--- src/rts_pkg.sv ---
// Shared types, codes and helpers of the RTF token scanner.
`default_nettype none

package rts_pkg;

  localparam int RTS_MAX_NAME = 32;
  localparam int RTS_OUT_TDATA_W = 48;
  localparam int RTS_ACC_W = 31;

  localparam logic [7:0] CH_LF     = 8'h0A;
  localparam logic [7:0] CH_CR     = 8'h0D;
  localparam logic [7:0] CH_SPACE  = 8'h20;
  localparam logic [7:0] CH_QUOTE  = 8'h27;
  localparam logic [7:0] CH_MINUS  = 8'h2D;
  localparam logic [7:0] CH_0      = 8'h30;
  localparam logic [7:0] CH_9      = 8'h39;
  localparam logic [7:0] CH_UA     = 8'h41;
  localparam logic [7:0] CH_UF     = 8'h46;
  localparam logic [7:0] CH_UZ     = 8'h5A;
  localparam logic [7:0] CH_BSLASH = 8'h5C;
  localparam logic [7:0] CH_LA     = 8'h61;
  localparam logic [7:0] CH_B      = 8'h62;
  localparam logic [7:0] CH_LF_HEX = 8'h66;
  localparam logic [7:0] CH_I      = 8'h69;
  localparam logic [7:0] CH_N      = 8'h6E;
  localparam logic [7:0] CH_LZ     = 8'h7A;
  localparam logic [7:0] CH_LBRACE = 8'h7B;
  localparam logic [7:0] CH_RBRACE = 8'h7D;

  localparam logic [4:0] HEX_BAD = 5'd16;

  // Largest accumulator that still takes one more digit without passing 2^31-1.
  localparam logic [RTS_ACC_W-1:0] DIG_LIM_LO = 31'd214748364;
  localparam logic [RTS_ACC_W-1:0] DIG_LIM_HI = 31'd214748363;

  typedef enum logic [2:0] {
    K_GOPEN  = 3'd0,
    K_GCLOSE = 3'd1,
    K_TEXT   = 3'd2,
    K_NAME   = 3'd3,
    K_WEND   = 3'd4,
    K_SYMBOL = 3'd5,
    K_HEX    = 3'd6,
    K_EOF    = 3'd7
  } kind_t;

  typedef enum logic [1:0] {
    CS_ZERO = 2'd0,
    CS_BYTE = 2'd1,
    CS_HEX  = 2'd2,
    CS_NAME = 2'd3
  } char_sel_t;

  typedef enum logic [3:0] {
    M_IDLE   = 4'd0,
    M_TEXT   = 4'd1,
    M_ESC    = 4'd2,
    M_NAME   = 4'd3,
    M_SIGN   = 4'd4,
    M_DIGITS = 4'd5,
    M_HEX1   = 4'd6,
    M_HEX2   = 4'd7,
    M_SKIP   = 4'd8
  } mode_t;

  typedef enum logic [2:0] {
    P_IN    = 3'd0,
    P_FLUSH = 3'd1,
    P_WEND  = 3'd2,
    P_REDO  = 3'd3,
    P_EOF   = 3'd4
  } phase_t;

  typedef struct packed {
    logic      use_latched;
    logic      accept;
    logic      emit;
    kind_t     kind;
    char_sel_t char_sel;
    logic      tstart;
    logic      last;
    logic      first_letter;
    logic      store_letter;
    logic      set_neg;
    logic      add_digit;
    logic      clear_word;
    logic      load_hex1;
    logic      load_skip;
    logic      dec_skip;
    logic      start_flush;
    logic      flush_adv;
    logic      reset_all;
  } rts_cmd_t;

  typedef struct packed {
    logic is_crlf;
    logic is_lbrace;
    logic is_rbrace;
    logic is_bslash;
    logic is_letter;
    logic is_digit;
    logic is_minus;
    logic is_quote;
    logic is_space;
    logic fin;
    logic is_bin;
    logic val_pos;
    logic acc_one;
    logic skip_le1;
    logic flush_last;
    logic idx_zero;
    logic out_free;
  } rts_stat_t;

  function automatic logic [4:0] hex_nib(input logic [7:0] c);
    logic [4:0] r;
    r = HEX_BAD;
    if (c inside {[CH_0:CH_9]}) begin
      r = 5'(c - CH_0);
    end else if (c inside {[CH_LA:CH_LF_HEX]}) begin
      r = 5'(c - CH_LA + 8'd10);
    end else if (c inside {[CH_UA:CH_UF]}) begin
      r = 5'(c - CH_UA + 8'd10);
    end
    return r;
  endfunction

endpackage

`default_nettype wire

--- src/rts_ctrl.sv ---
// Controller: scan mode and result sequencing state machines.
`default_nettype none

module rts_ctrl
  import rts_pkg::*;
(
  input  wire logic      clk,
  input  wire logic      rst,
  input  wire logic      in_valid,
  output logic           in_ready,
  input  wire rts_stat_t st,
  output rts_cmd_t       cmd
);

  mode_t     mode, mode_next;
  phase_t    phase, phase_next;

  logic      ih_res;
  kind_t     ih_kind;
  char_sel_t ih_csel;
  logic      ih_clr;
  mode_t     ih_mode;

  always_ff @(posedge clk) begin
    if (rst) begin
      mode  <= M_IDLE;
      phase <= P_IN;
    end else begin
      mode  <= mode_next;
      phase <= phase_next;
    end
  end

  // Between-tokens handling of the current byte.
  always_comb begin
    ih_res  = 1'b0;
    ih_kind = K_TEXT;
    ih_csel = CS_ZERO;
    ih_clr  = 1'b0;
    ih_mode = M_IDLE;
    if (st.is_crlf) begin
      ih_mode = M_IDLE;
    end else if (st.is_lbrace) begin
      ih_res  = 1'b1;
      ih_kind = K_GOPEN;
    end else if (st.is_rbrace) begin
      ih_res  = 1'b1;
      ih_kind = K_GCLOSE;
    end else if (st.is_bslash) begin
      ih_clr  = 1'b1;
      ih_mode = M_ESC;
    end else begin
      ih_res  = 1'b1;
      ih_kind = K_TEXT;
      ih_csel = CS_BYTE;
      ih_mode = M_TEXT;
    end
  end

  always_comb begin
    logic      res;
    kind_t     kind;
    char_sel_t csel;
    logic      ts;
    mode_t     mnext;
    logic      flush;
    logic      eof_need;
    logic      rres;
    mode_t     rmode;

    res      = 1'b0;
    kind     = K_TEXT;
    csel     = CS_ZERO;
    ts       = 1'b1;
    mnext    = mode;
    flush    = 1'b0;
    eof_need = 1'b0;
    rres     = 1'b0;
    rmode    = M_IDLE;

    cmd             = '0;
    cmd.use_latched = (phase != P_IN);
    mode_next       = mode;
    phase_next      = phase;
    in_ready        = (phase == P_IN) && st.out_free;

    case (phase)
      P_IN: begin
        if (in_valid && in_ready) begin
          cmd.accept = 1'b1;
          case (mode)
            M_IDLE: begin
              res            = ih_res;
              kind           = ih_kind;
              csel           = ih_csel;
              mnext          = ih_mode;
              cmd.clear_word = ih_clr;
            end
            M_TEXT: begin
              if (st.is_crlf || st.is_lbrace || st.is_rbrace || st.is_bslash) begin
                res            = ih_res;
                kind           = ih_kind;
                csel           = ih_csel;
                mnext          = ih_mode;
                cmd.clear_word = ih_clr;
              end else begin
                res  = 1'b1;
                kind = K_TEXT;
                csel = CS_BYTE;
                ts   = 1'b0;
              end
            end
            M_ESC: begin
              if (st.is_letter) begin
                cmd.first_letter = 1'b1;
                mnext            = M_NAME;
              end else if (st.is_quote) begin
                mnext = M_HEX1;
              end else begin
                res   = 1'b1;
                kind  = K_SYMBOL;
                csel  = CS_BYTE;
                mnext = M_IDLE;
              end
            end
            M_NAME, M_SIGN, M_DIGITS: begin
              if (mode == M_NAME && st.is_letter) begin
                cmd.store_letter = 1'b1;
              end else if (mode == M_NAME && st.is_minus) begin
                cmd.set_neg = 1'b1;
                mnext       = M_SIGN;
              end else if (st.is_digit) begin
                cmd.add_digit = 1'b1;
                mnext         = M_DIGITS;
              end else if (st.is_bin) begin
                if (st.val_pos) begin
                  cmd.load_skip = 1'b1;
                  mnext = (!st.is_space && st.acc_one) ? M_IDLE : M_SKIP;
                end else if (st.is_space) begin
                  mnext = M_IDLE;
                end else begin
                  res            = ih_res;
                  kind           = ih_kind;
                  csel           = ih_csel;
                  mnext          = ih_mode;
                  cmd.clear_word = ih_clr;
                end
              end else begin
                flush = 1'b1;
              end
            end
            M_HEX1: begin
              cmd.load_hex1 = 1'b1;
              mnext         = M_HEX2;
            end
            M_HEX2: begin
              res   = 1'b1;
              kind  = K_HEX;
              csel  = CS_HEX;
              mnext = M_IDLE;
            end
            M_SKIP: begin
              cmd.dec_skip = 1'b1;
              if (st.skip_le1) begin
                mnext = M_IDLE;
              end
            end
            default: begin
              mnext = M_IDLE;
            end
          endcase

          if (flush) begin
            cmd.start_flush = 1'b1;
            phase_next      = P_FLUSH;
          end else begin
            eof_need = st.fin && (mnext != M_IDLE);
            if (st.fin) begin
              cmd.reset_all = 1'b1;
              mode_next     = M_IDLE;
            end else begin
              mode_next = mnext;
            end
            if (res) begin
              cmd.emit     = 1'b1;
              cmd.kind     = kind;
              cmd.char_sel = csel;
              cmd.tstart   = ts;
              cmd.last     = !eof_need;
              if (eof_need) begin
                phase_next = P_EOF;
              end
            end else if (eof_need) begin
              cmd.emit     = 1'b1;
              cmd.kind     = K_EOF;
              cmd.char_sel = CS_ZERO;
              cmd.tstart   = 1'b0;
              cmd.last     = 1'b1;
            end
          end
        end
      end
      P_FLUSH: begin
        if (st.out_free) begin
          cmd.emit      = 1'b1;
          cmd.kind      = K_NAME;
          cmd.char_sel  = CS_NAME;
          cmd.tstart    = st.idx_zero;
          cmd.flush_adv = 1'b1;
          if (st.flush_last) begin
            phase_next = P_WEND;
          end
        end
      end
      P_WEND: begin
        if (st.out_free) begin
          cmd.emit       = 1'b1;
          cmd.kind       = K_WEND;
          cmd.char_sel   = CS_ZERO;
          cmd.clear_word = 1'b1;
          if (!st.is_space) begin
            rres  = ih_res;
            rmode = ih_mode;
          end
          if (rres) begin
            phase_next = P_REDO;
          end else begin
            eof_need = st.fin && (rmode != M_IDLE);
            cmd.last = !eof_need;
            if (st.fin) begin
              cmd.reset_all = 1'b1;
              mode_next     = M_IDLE;
            end else begin
              mode_next = rmode;
            end
            phase_next = eof_need ? P_EOF : P_IN;
          end
        end
      end
      P_REDO: begin
        if (st.out_free) begin
          cmd.emit     = 1'b1;
          cmd.kind     = ih_kind;
          cmd.char_sel = ih_csel;
          cmd.tstart   = 1'b1;
          eof_need     = st.fin && (ih_mode != M_IDLE);
          cmd.last     = !eof_need;
          if (st.fin) begin
            cmd.reset_all = 1'b1;
            mode_next     = M_IDLE;
          end else begin
            mode_next = ih_mode;
          end
          phase_next = eof_need ? P_EOF : P_IN;
        end
      end
      P_EOF: begin
        if (st.out_free) begin
          cmd.emit     = 1'b1;
          cmd.kind     = K_EOF;
          cmd.char_sel = CS_ZERO;
          cmd.last     = 1'b1;
          phase_next   = P_IN;
        end
      end
      default: begin
        phase_next = P_IN;
        mode_next  = M_IDLE;
      end
    endcase
  end

endmodule

`default_nettype wire

--- src/rts_datapath.sv ---
// Datapath: byte classing, name store, parameter accumulator and result register.
`default_nettype none

module rts_datapath
  import rts_pkg::*;
#(
  parameter int MAX_NAME = RTS_MAX_NAME
) (
  input  wire logic                        clk,
  input  wire logic                        rst,
  input  wire rts_cmd_t                    cmd,
  output rts_stat_t                        st,
  input  wire logic [7:0]                  in_byte,
  input  wire logic                        in_fin,
  input  wire logic                        out_ready,
  output logic                             out_valid,
  output logic [RTS_OUT_TDATA_W-1:0]       out_data,
  output logic [2:0]                       out_kind,
  output logic                             out_last
);

  localparam int IW = $clog2(MAX_NAME);
  localparam int LW = $clog2(MAX_NAME + 1);
  localparam int PAD_W = RTS_OUT_TDATA_W - 42;

  logic [6:0]           name_mem [MAX_NAME];
  logic [6:0]           rd_data;
  logic [IW-1:0]        rd_addr;
  logic [IW-1:0]        idx;

  logic [7:0]           c_reg;
  logic                 fin_reg;
  logic [LW-1:0]        len;
  logic [RTS_ACC_W-1:0] acc;
  logic                 neg;
  logic                 digits;
  logic                 ovf;
  logic                 bin_ok;
  logic [7:0]           hex1;
  logic [RTS_ACC_W-1:0] skip_rem;

  logic [7:0]           cur;
  logic [3:0]           dval;
  logic [RTS_ACC_W-1:0] dig_lim;
  logic [RTS_ACC_W-1:0] acc_x10;
  logic [4:0]           hi_nib;
  logic [4:0]           lo_nib;
  logic [7:0]           hex_val;
  logic [31:0]          mag;
  logic [31:0]          param;
  logic [7:0]           ch;
  logic                 len_room;
  logic                 bin_step;

  assign cur = cmd.use_latched ? c_reg : in_byte;

  always_comb begin
    st            = '0;
    st.is_crlf    = (cur == CH_LF) || (cur == CH_CR);
    st.is_lbrace  = (cur == CH_LBRACE);
    st.is_rbrace  = (cur == CH_RBRACE);
    st.is_bslash  = (cur == CH_BSLASH);
    st.is_letter  = (cur inside {[CH_LA:CH_LZ], [CH_UA:CH_UZ]});
    st.is_digit   = (cur inside {[CH_0:CH_9]});
    st.is_minus   = (cur == CH_MINUS);
    st.is_quote   = (cur == CH_QUOTE);
    st.is_space   = (cur == CH_SPACE);
    st.fin        = cmd.use_latched ? fin_reg : in_fin;
    st.is_bin     = bin_ok && (len == LW'(3));
    st.val_pos    = !neg && !ovf && (acc != '0);
    st.acc_one    = (acc == RTS_ACC_W'(1));
    st.skip_le1   = (skip_rem <= RTS_ACC_W'(1));
    st.flush_last = ((LW'(idx) + LW'(1)) == len);
    st.idx_zero   = (idx == '0);
    st.out_free   = !out_valid || out_ready;
  end

  assign dval     = 4'(cur - CH_0);
  assign dig_lim  = (dval >= 4'd8) ? DIG_LIM_HI : DIG_LIM_LO;
  assign acc_x10  = {acc[RTS_ACC_W-4:0], 3'b000} + {acc[RTS_ACC_W-2:0], 1'b0}
                  + RTS_ACC_W'(dval);
  assign len_room = (len < LW'(MAX_NAME));
  assign bin_step = ((len == LW'(1)) && (cur == CH_I)) || ((len == LW'(2)) && (cur == CH_N));

  assign hi_nib  = hex_nib(hex1);
  assign lo_nib  = hex_nib(cur);
  assign hex_val = (hi_nib[4] || lo_nib[4]) ? 8'h00 : {hi_nib[3:0], lo_nib[3:0]};

  assign mag   = ovf ? 32'd0 : {1'b0, acc};
  assign param = neg ? (32'd0 - mag) : mag;

  always_comb begin
    case (cmd.char_sel)
      CS_BYTE: ch = cur;
      CS_HEX:  ch = hex_val;
      CS_NAME: ch = {1'b0, rd_data};
      default: ch = 8'h00;
    endcase
  end

  always_comb begin
    if (cmd.start_flush) begin
      rd_addr = '0;
    end else if (cmd.flush_adv) begin
      rd_addr = IW'(idx + 1'b1);
    end else begin
      rd_addr = idx;
    end
  end

  always_ff @(posedge clk) begin
    if (cmd.first_letter) begin
      name_mem[0] <= cur[6:0];
    end else if (cmd.store_letter && len_room) begin
      name_mem[len[IW-1:0]] <= cur[6:0];
    end
  end

  always_ff @(posedge clk) begin
    rd_data <= name_mem[rd_addr];
  end

  always_ff @(posedge clk) begin
    if (cmd.accept) begin
      c_reg   <= in_byte;
      fin_reg <= in_fin;
    end
  end

  always_ff @(posedge clk) begin
    if (rst) begin
      idx <= '0;
    end else if (cmd.start_flush) begin
      idx <= '0;
    end else if (cmd.flush_adv) begin
      idx <= IW'(idx + 1'b1);
    end
  end

  always_ff @(posedge clk) begin
    if (rst || cmd.reset_all || cmd.clear_word) begin
      len    <= '0;
      acc    <= '0;
      neg    <= 1'b0;
      digits <= 1'b0;
      ovf    <= 1'b0;
      bin_ok <= 1'b0;
    end else begin
      if (cmd.first_letter) begin
        len    <= LW'(1);
        bin_ok <= (cur == CH_B);
      end else if (cmd.store_letter && len_room) begin
        len    <= len + LW'(1);
        bin_ok <= bin_ok && bin_step;
      end
      if (cmd.set_neg) begin
        neg <= 1'b1;
      end
      if (cmd.add_digit) begin
        digits <= 1'b1;
        if (!ovf) begin
          if (acc > dig_lim) begin
            ovf <= 1'b1;
          end else begin
            acc <= acc_x10;
          end
        end
      end
    end
  end

  always_ff @(posedge clk) begin
    if (rst || cmd.reset_all) begin
      hex1     <= '0;
      skip_rem <= '0;
    end else begin
      if (cmd.load_hex1) begin
        hex1 <= cur;
      end
      if (cmd.load_skip) begin
        skip_rem <= st.is_space ? acc : acc - RTS_ACC_W'(1);
      end else if (cmd.dec_skip && (skip_rem != '0)) begin
        skip_rem <= skip_rem - RTS_ACC_W'(1);
      end
    end
  end

  always_ff @(posedge clk) begin
    if (rst) begin
      out_valid <= 1'b0;
    end else if (cmd.emit) begin
      out_valid <= 1'b1;
    end else if (out_ready) begin
      out_valid <= 1'b0;
    end
  end

  always_ff @(posedge clk) begin
    if (cmd.emit) begin
      out_kind <= cmd.kind;
      out_last <= cmd.last;
      out_data <= {PAD_W'(0),
                   (cmd.kind == K_WEND) ? digits : 1'b0,
                   (cmd.kind == K_WEND) ? param : 32'd0,
                   cmd.tstart,
                   ch};
    end
  end

endmodule

`default_nettype wire

--- src/rtf_token_scanner_top.sv ---
// Top level of the RTF token scanner: stream ports, controller and datapath.
//
// Takes one RTF byte per transaction on the slave side and gives token results on the
// master side, one result per transaction, tlast marking the final result of an input byte.
// A byte that gives at most one result, and needs no end-of-stream error after it, or that
// ends a bin word, is complete once taken. A byte that ends a control word other than bin
// is taken first, then gives one result per stored name letter and one for the word end,
// plus one more if the delimiter gives a result of its own. An end-of-stream error comes
// after any other result of the same byte. The single output register holds one result per
// cycle and the name store is read one letter per cycle, while that register is free or
// taken; the scanner stalls while it is full and not taken, and takes no new byte until all
// results of the last one are issued. No clearing pass follows reset.
`default_nettype none

module rtf_token_scanner_top
  import rts_pkg::*;
#(
  parameter int MAX_NAME = RTS_MAX_NAME
) (
  input  wire logic                        clk,
  input  wire logic                        rst,
  input  wire logic                        s_axis_tvalid,
  output logic                             s_axis_tready,
  input  wire logic [7:0]                  s_axis_tdata,  // data_byte
  input  wire logic                        s_axis_tlast,  // final_byte
  output logic                             m_axis_tvalid,
  input  wire logic                        m_axis_tready,
  // char_value[7:0], token_start[8], param_value[40:9], has_param[41], zero[47:42]
  output logic [RTS_OUT_TDATA_W-1:0]       m_axis_tdata,
  output logic [2:0]                       m_axis_tuser,  // kind
  output logic                             m_axis_tlast   // last_of_run
);

  rts_cmd_t  cmd;
  rts_stat_t st;

  rts_ctrl u_ctrl (
    .clk      (clk),
    .rst      (rst),
    .in_valid (s_axis_tvalid),
    .in_ready (s_axis_tready),
    .st       (st),
    .cmd      (cmd)
  );

  rts_datapath #(
    .MAX_NAME (MAX_NAME)
  ) u_datapath (
    .clk       (clk),
    .rst       (rst),
    .cmd       (cmd),
    .st        (st),
    .in_byte   (s_axis_tdata),
    .in_fin    (s_axis_tlast),
    .out_ready (m_axis_tready),
    .out_valid (m_axis_tvalid),
    .out_data  (m_axis_tdata),
    .out_kind  (m_axis_tuser),
    .out_last  (m_axis_tlast)
  );

endmodule

`default_nettype wire

--- config.mk ---
export PLATFORM = sky130hd
export DESIGN_NAME = rtf_token_scanner_top
export DESIGN_NICKNAME = d
export VERILOG_FILES = /design/src/rts_pkg.sv /design/src/rts_ctrl.sv /design/src/rts_datapath.sv /design/src/rtf_token_scanner_top.sv
export SDC_FILE = /design/constraint.sdc
export NUM_CORES = 1
export LEC_CHECK = 0
export BUFFER_PORTS_ARGS = -buffer_cell sky130_fd_sc_hd__buf_2
export CORE_UTILIZATION = 50
export DETAILED_ROUTE_END_ITERATION = 10
export GPL_ROUTABILITY_DRIVEN = 0
export PLACE_DENSITY_LB_ADDON = 0.05
export SETUP_SLACK_MARGIN = 0.5
export SLEW_MARGIN = 30
export SYNTH_ARGS = -nofsm -noshare
export SYNTH_HDL_FRONTEND = slang
export SYNTH_SLANG_ARGS = --single-unit
--- constraint.sdc ---
create_clock -name clk -period 4.7 [get_ports clk]
set_input_delay 0.705 -clock clk [delete_from_list [all_inputs] [get_ports clk]]
set_output_delay 0.705 -clock clk [all_outputs]
set_load 0.01 [all_outputs]
==> impl_metrics.py, run 1 <==
metrics = {
    "floorplanning": {
        "rows": 74,
        "io_pins": 67,
        "die_w_um": 208,
        "die-area_um2": 43100,
        "start_util": 0.512,
        "coreArea_um2": 41300,
        "dieHeight_um": 208,
    },
    "drt": {
        "drt_pass1_iterations": 6,
        "via_count": 17000,
        "wl_per_cell_um": 22.2,
        "ant_nets": 0,
        "wl_um": 61300,
        "first_iter_violations": 1574,
        "drc": 0,
        "viasPerCell": 6.18,
    },
    "timing": {
        "setup_viol": 0,
        "slew_violations": 0,
        "skew_ns": 0.0254,
        "timing.final.crit_share": 0.856,
        "max_freq_mhz": 249,
        "period_needed_ns": 4.02,
        "hold_viol_final": 0,
        "grt_setup_unrepaired": "true",
        "tightestPinTransition_ns": 0.795,
        "slew_headroom": 0.467,
        "tns_ns": 0,
    },
    "global_routing": {
        "grt_antenna_before_repair": 1,
        "grt_max_degree": 44,
        "grt-ovfl-total": 0,
        "grt_first_pass_wirelength_um": 94000,
        "grt_pass1_vias": 16400,
        "grtUsageTotal": 0.281,
    },
    "setup_path": {
        "endpoint_kind": "flop",
        "critPathMaxStageDelay_ns": 0.65,
        "slowest_stage": "a211oi_1",
        "arrival_ns": 4.46,
        "reg2reg_depth": 12,
        "worstSetupPathType": "reg2reg",
        "start_kind": "flop",
        "path_cells": "buf_4 -> nor3_2 -> buf_4 -> nand2_1 -> a2111o_1 -> buf_4 -> nand2_1 -> nand2_1 -> o221ai_1 -> nor3_1 -> a211oi_1 -> nand3_1",
        "cp_max_fo": 16,
        "cp_data_required_time_ns": 5.14,
    },
    "synth": {
        "ys_ff_latch": 379,
        "synth-edff-count": 279,
        "synthArstFlopShare": 0,
        "avgSynthCellArea_um2": 9.96,
        "netlist_instances": 2122,
        "yosysMostFrequentCell": "edfxtp_1",
        "synthTopCellsByArea": "edfxtp_1, dfxtp_1, nor2_1, ha_1, nand2_1",
        "ys_seq_area_frac": 0.491,
        "synth_top_area_frac": 0.397,
        "synth_warnings": 0,
        "yosysTopAreaCell": "edfxtp_1",
        "yosys.cell_types.count": 94,
        "synthFlopType": "edfxtp_1",
        "synth_area_um2": 21100,
        "synth_common_cells": "edfxtp_1, nor2_1, nand2_1, clkbuf_1, a21oi_1",
    },
    "place": {
        "place_inst": 2679,
        "place_area_um2": 22300,
        "port-buffer-count": 60,
        "hpwl_um": 43000,
    },
    "clocking": {
        "clkTransAtPathRegs_ns": 0.06,
        "root_buffer": "clkbuf_16",
        "htreeDepth": 2,
        "cts_tree": "yes",
        "clkLatencyLatePin_ns": 0.59,
        "numClockSinks": 379,
        "cts_buffers": 42,
        "cts_buffer_depth": 3,
    },
    "worst_hold_path": {
        "min_path_cells": 1,
        "hold_path.class": "in2reg",
    },
    "cells_and_area": {
        "final_layout_size_suffix_gt1_frac": 0.137,
        "largest_reg_flops": 224,
        "instances_no_fill": 2758,
        "fin_area_um2": 23800,
        "final_nets": 2284,
        "area_growth_pct": 12.8,
        "largest_register": "u_datapath.name_mem",
        "biggestRegsByFlops": "u_datapath.name_mem (224), u_datapath.out_data (42)",
        "diodes": 0,
    },
    "run": {
        "maxCapViolCount": 0,
    },
    "power_and_ir_drop": {
        "leakage_nw": 8.56,
        "p_per_area_nw_per_um2": 317,
        "worst_ir_drop_vdd_v": 0.000329,
    },
    "outcome": {
        "status": "finished, final reports clean",
    },
}
cells by family after synthesis:
family                     Yosys count  share of synthesized area
AOI/OAI and AO/OA                  503                      0.163
xor gates and xnor gates           116                     0.0481
adders and majority gates           76                     0.0457
buffers and inverters              183                     0.0362
DFF                                379                      0.491
muxes                               68                     0.0329
other                                1                   0.000178
and+or+nand+nor                    796                      0.182
routing by layer:
layer,routed length (um),share of wire,GRT usage,vias up
met3,3920,0.064,0.0371,157
met1,25800,0.42,0.372,8169
met4,2710,0.044,0.127,0
met2,28800,0.47,0.458,672
li1,-,-,-,8043
met5,0,0,0,-
critical path, delay by kind of cell (launching register included):
family	cells	cell delay, ns
and+or+nand+nor	6	1.35
DFF	1	0.35
AOI/OAI and AO/OA	3	1.43
buffers and inverters	3	0.74
placed cells by master (no fill, tap or decap), drive strengths merged, types with 11 or more instances in the layout:
| cell type | count |
|---|---|
| and2 | 12 |
| nand4 | 22 |
| o221ai | 24 |
| o31ai | 12 |
| ha | 74 |
| xnor2 | 69 |
| a31oi | 19 |
| nor2b | 21 |
| or2 | 14 |
| nand2 | 180 |
| nor4 | 31 |
| clkbuf | 50 |
| a21o | 17 |
| mux2i | 66 |
| a311oi | 11 |
| nand2b | 20 |
| nand3 | 69 |
| nand3b | 14 |
| clkinv | 19 |
| dfxtp | 100 |
| buf | 164 |
| a21oi | 122 |
| nor3 | 52 |
| o211ai | 13 |
| inv | 42 |
| or3 | 23 |
| o21ai | 92 |
| edfxtp | 279 |
| a211oi | 83 |
| or4 | 11 |
| nor2 | 277 |
| o22ai | 31 |
| nor3b | 17 |
| xor2 | 47 |
power breakdown:
group / switching [mW] / internal (mW) / total [mW]
Combinational: 0.350 / 0.142 / 0.492
Sequential: 0.0283 / 3.70 / 3.73
Clock: 1.40 / 1.93 / 3.33
worst paths after layout:
| check | from | to | slack, ns |
|---|---|---|---|
| setup / recovery | u_ctrl.phase[0] | u_datapath.rd_data[1] | 0.68 |
| hold / removal | s_axis_tdata[7] | u_datapath.c_reg[7] | 0.40 |
| setup reg to reg | u_ctrl.phase[0] | u_datapath.rd_data[1] | 0.68 |
| hold reg to reg | u_datapath.bin_ok | u_datapath.bin_ok | 0.49 |
area by class of cell:
cell class | instances | area (um2)
multi-input cells | 1566 | 10100
flip-flops and latches | 379 | 10400
inverters | 42 | 165
clock buffers | 50 | 1110
repair buffers | 164 | 1090
fillers | 3621 | 17500
well taps | 532 | 666
clock inverters | 25 | 270
stage by stage:
step	worst slack (ns)	hold slack (ns)	power [mW]	utilization
4_1_cts	0.508	0.370	7.58	0.575
6_report	0.678	0.395	7.54	0.577
3_3_place_gp	0.369	0.464	4.27	0.541
2_1_floorplan	0.521	0.432	4.06	-
3_5_place_dp	0.357	0.473	4.27	0.541
5_1_grt	0.440	0.381	7.73	0.577
repair_timing:
| item | in CTS | in global routing |
|---|---|---|
| buffers inserted | 0 | 3 |
| hold buffers | 0 | 0 |
| gates resized for setup | 0 | 11 |
| setup endpoints to repair | 0 | 59 |
(Power assumes the default switching activity.)
==> run 2: changes to the inputs <==
- CORE_MARGIN: default -> 5
- clock period: 4.7 -> 5.16 ns (I/O delays scaled with it)
==> impl_metrics.py, run 2 (same netlist as run 1, synthesis figures left out) <==
metrics = {
    "cells_and_area": {
        "seqCellArea_um2": 10400,
        "layout_common_cells": "edfxtp_1, nor2_1, nand2_1",
        "diodes": 0,
        "num-fill-cells": 3666,
        "largest_reg_flops": 224,
        "largest_register": "u_datapath.name_mem",
        "biggestRegsByFlops": "u_datapath.name_mem (224), u_datapath.out_data (42)",
        "multi_input_area_um2": 10000,
        "final_common_cell": "edfxtp_1",
        "area_growth_pct": 11.5,
        "final_nets": 2252,
        "final_layout_size_suffix_gt1_frac": 0.117,
    },
    "worst_hold_path": {
        "worstHoldStart": "s_axis_tdata[7]",
        "hold_path.class": "in2reg",
        "min_to": "u_datapath.c_reg[7]",
        "min_path_cells": 1,
    },
    "floorplanning": {
        "die-area_um2": 46500,
        "rows": 75,
        "start_util": 0.505,
        "die_w_um": 216,
        "coreArea_um2": 41900,
        "dieHeight_um": 216,
        "io_pins": 67,
    },
    "outcome": {
        "status": "finished, final reports clean",
    },
    "timing": {
        "grt_setup_unrepaired": "false",
        "tightestPinTransition_ns": 0.973,
        "setup_viol": 0,
        "period_needed_ns": 4.41,
        "hold_viol_final": 0,
        "timing.final.crit_share": 0.855,
        "finalWorstSetupSlack_ns": 0.751,
        "max_freq_mhz": 227,
        "slew_headroom": 0.351,
        "slew_violations": 0,
        "tns_ns": 0,
        "skew_ns": 0.0187,
    },
    "global_routing": {
        "grt_max_degree": 47,
        "grt_pass1_vias": 16100,
        "grt-ovfl-total": 0,
        "grt_first_pass_wirelength_um": 94100,
        "grtUsageTotal": 0.253,
        "grt_antenna_before_repair": 0,
    },
    "power_and_ir_drop": {
        "worst_ir_drop_vdd_v": 0.000379,
        "p_sw_frac": 0.231,
        "pwr-share-seq": 0.488,
        "p_per_area_nw_per_um2": 295,
        "combPwrFrac": 0.062,
        "leakage_nw": 8.40,
        "pwr-share-clk": 0.450,
        "power.internal_mw": 5.35,
        "p_sw_mw": 1.61,
    },
    "drt": {
        "via_count": 16900,
        "first_iter_violations": 1621,
        "wl_per_cell_um": 22.1,
        "drt_pass1_iterations": 7,
        "ant_nets": 0,
        "drc": 0,
        "wl_um": 60400,
        "viasPerCell": 6.16,
    },
    "setup_path": {
        "regToRegSetupSlack_ns": 0.75,
        "endpoint_kind": "flop",
        "worstSetupPathType": "reg2reg",
        "start_kind": "flop",
        "cp_max_fo": 21,
        "arrival_ns": 4.84,
        "reg2reg_depth": 16,
        "r2r-start": "u_ctrl.phase[1]",
        "cp_data_required_time_ns": 5.59,
        "worstReg2RegEnd": "u_datapath.acc[30]",
    },
    "clocking": {
        "post-cts-setup-buffer-count": 0,
        "numClockSinks": 379,
        "cts_buffer_depth": 3,
        "postCtsHoldBufs": 0,
        "htreeDepth": 2,
        "cts_buffers": 43,
        "root_buffer": "clkbuf_16",
        "cts_tree": "yes",
        "clkTransAtPathRegs_ns": 0.06,
        "post_cts_resized": 0,
        "clkLatencyLatePin_ns": 0.59,
    },
    "run": {
        "maxCapViolCount": 0,
    },
    "place": {
        "hpwl_um": 42800,
        "port-buffer-count": 60,
        "dp_slack_ns": 0.543,
    },
}
[run 2: worst max-delay path by stage]
stage | start | endpoint | slack, ns | cells after the start
6_report | u_ctrl.phase[1] | u_datapath.acc[30] | 0.75 | 16
4_1_cts | u_datapath.acc[22] | u_datapath.out_data[23] | 0.69 | 11
3_3_place_gp | s_axis_tdata[2] | u_datapath.out_data[24] | 0.64 | 12
3_5_place_dp | s_axis_tdata[2] | u_datapath.out_data[22] | 0.54 | 12
5_1_grt | u_datapath.skip_rem[24] | u_datapath.out_data[14] | 0.51 | 11
2_1_floorplan | u_ctrl.phase[0] | u_datapath.out_data[0] | 0.55 | 14
[run 2: stage by stage]
step	utilization	instances	area, um2	power [mW]	hold slack, ns
finish	0.563	2736	23600	6.96	0.432
global route	0.563	2736	23600	7.20	0.433
floorplan	-	2127	21100	3.70	0.432
CTS	0.563	2736	23500	7.01	0.412
detailed placement	0.528	2657	22100	3.89	0.492
global placement	0.528	2657	22100	3.88	0.485
[run 2: power by group through the flow]
stage               registers, mW  clock network [mW]  logic, mW
global placement             3.46                   0      0.423
finish                       3.40                3.13      0.429
floorplan                    3.48                   0      0.219
CTS                          3.40                3.19      0.427
global route                 3.40                3.34      0.458
detailed placement           3.46                   0      0.426
[run 2: area by class of cell]
class,count,area share
multi-input cells,1565,0.426
inverters,42,0.00680
repair buffers,132,0.0368
flip-flops and latches,379,0.441
clock buffers,54,0.0483
clock inverters,25,0.0129
well taps,539,0.0286
[run 2: critical path: stages, from the launching register on]
cell	delay, ns
dfxtp_1	0.39
or3_4	0.55
mux2i_4	0.25
buf_4	0.19
fa_1	0.49
inv_1	0.07
fa_1	0.47
nand3_1	0.10
a21oi_1	0.08
a311oi_1	0.27
buf_4	0.20
o21ai_0	0.14
nor4b_1	0.38
o41a_1	0.33
nor2_1	0.06
o2111ai_1	0.18
a31oi_1	0.10
[run 2: routing by layer]
layer,GRT usage,wire (um),vias up
met1,0.344,26100,8162
met3,0.0349,3720,101
met5,0,0,-
li1,-,-,7987
met4,0.0755,1640,0
met2,0.427,29000,607
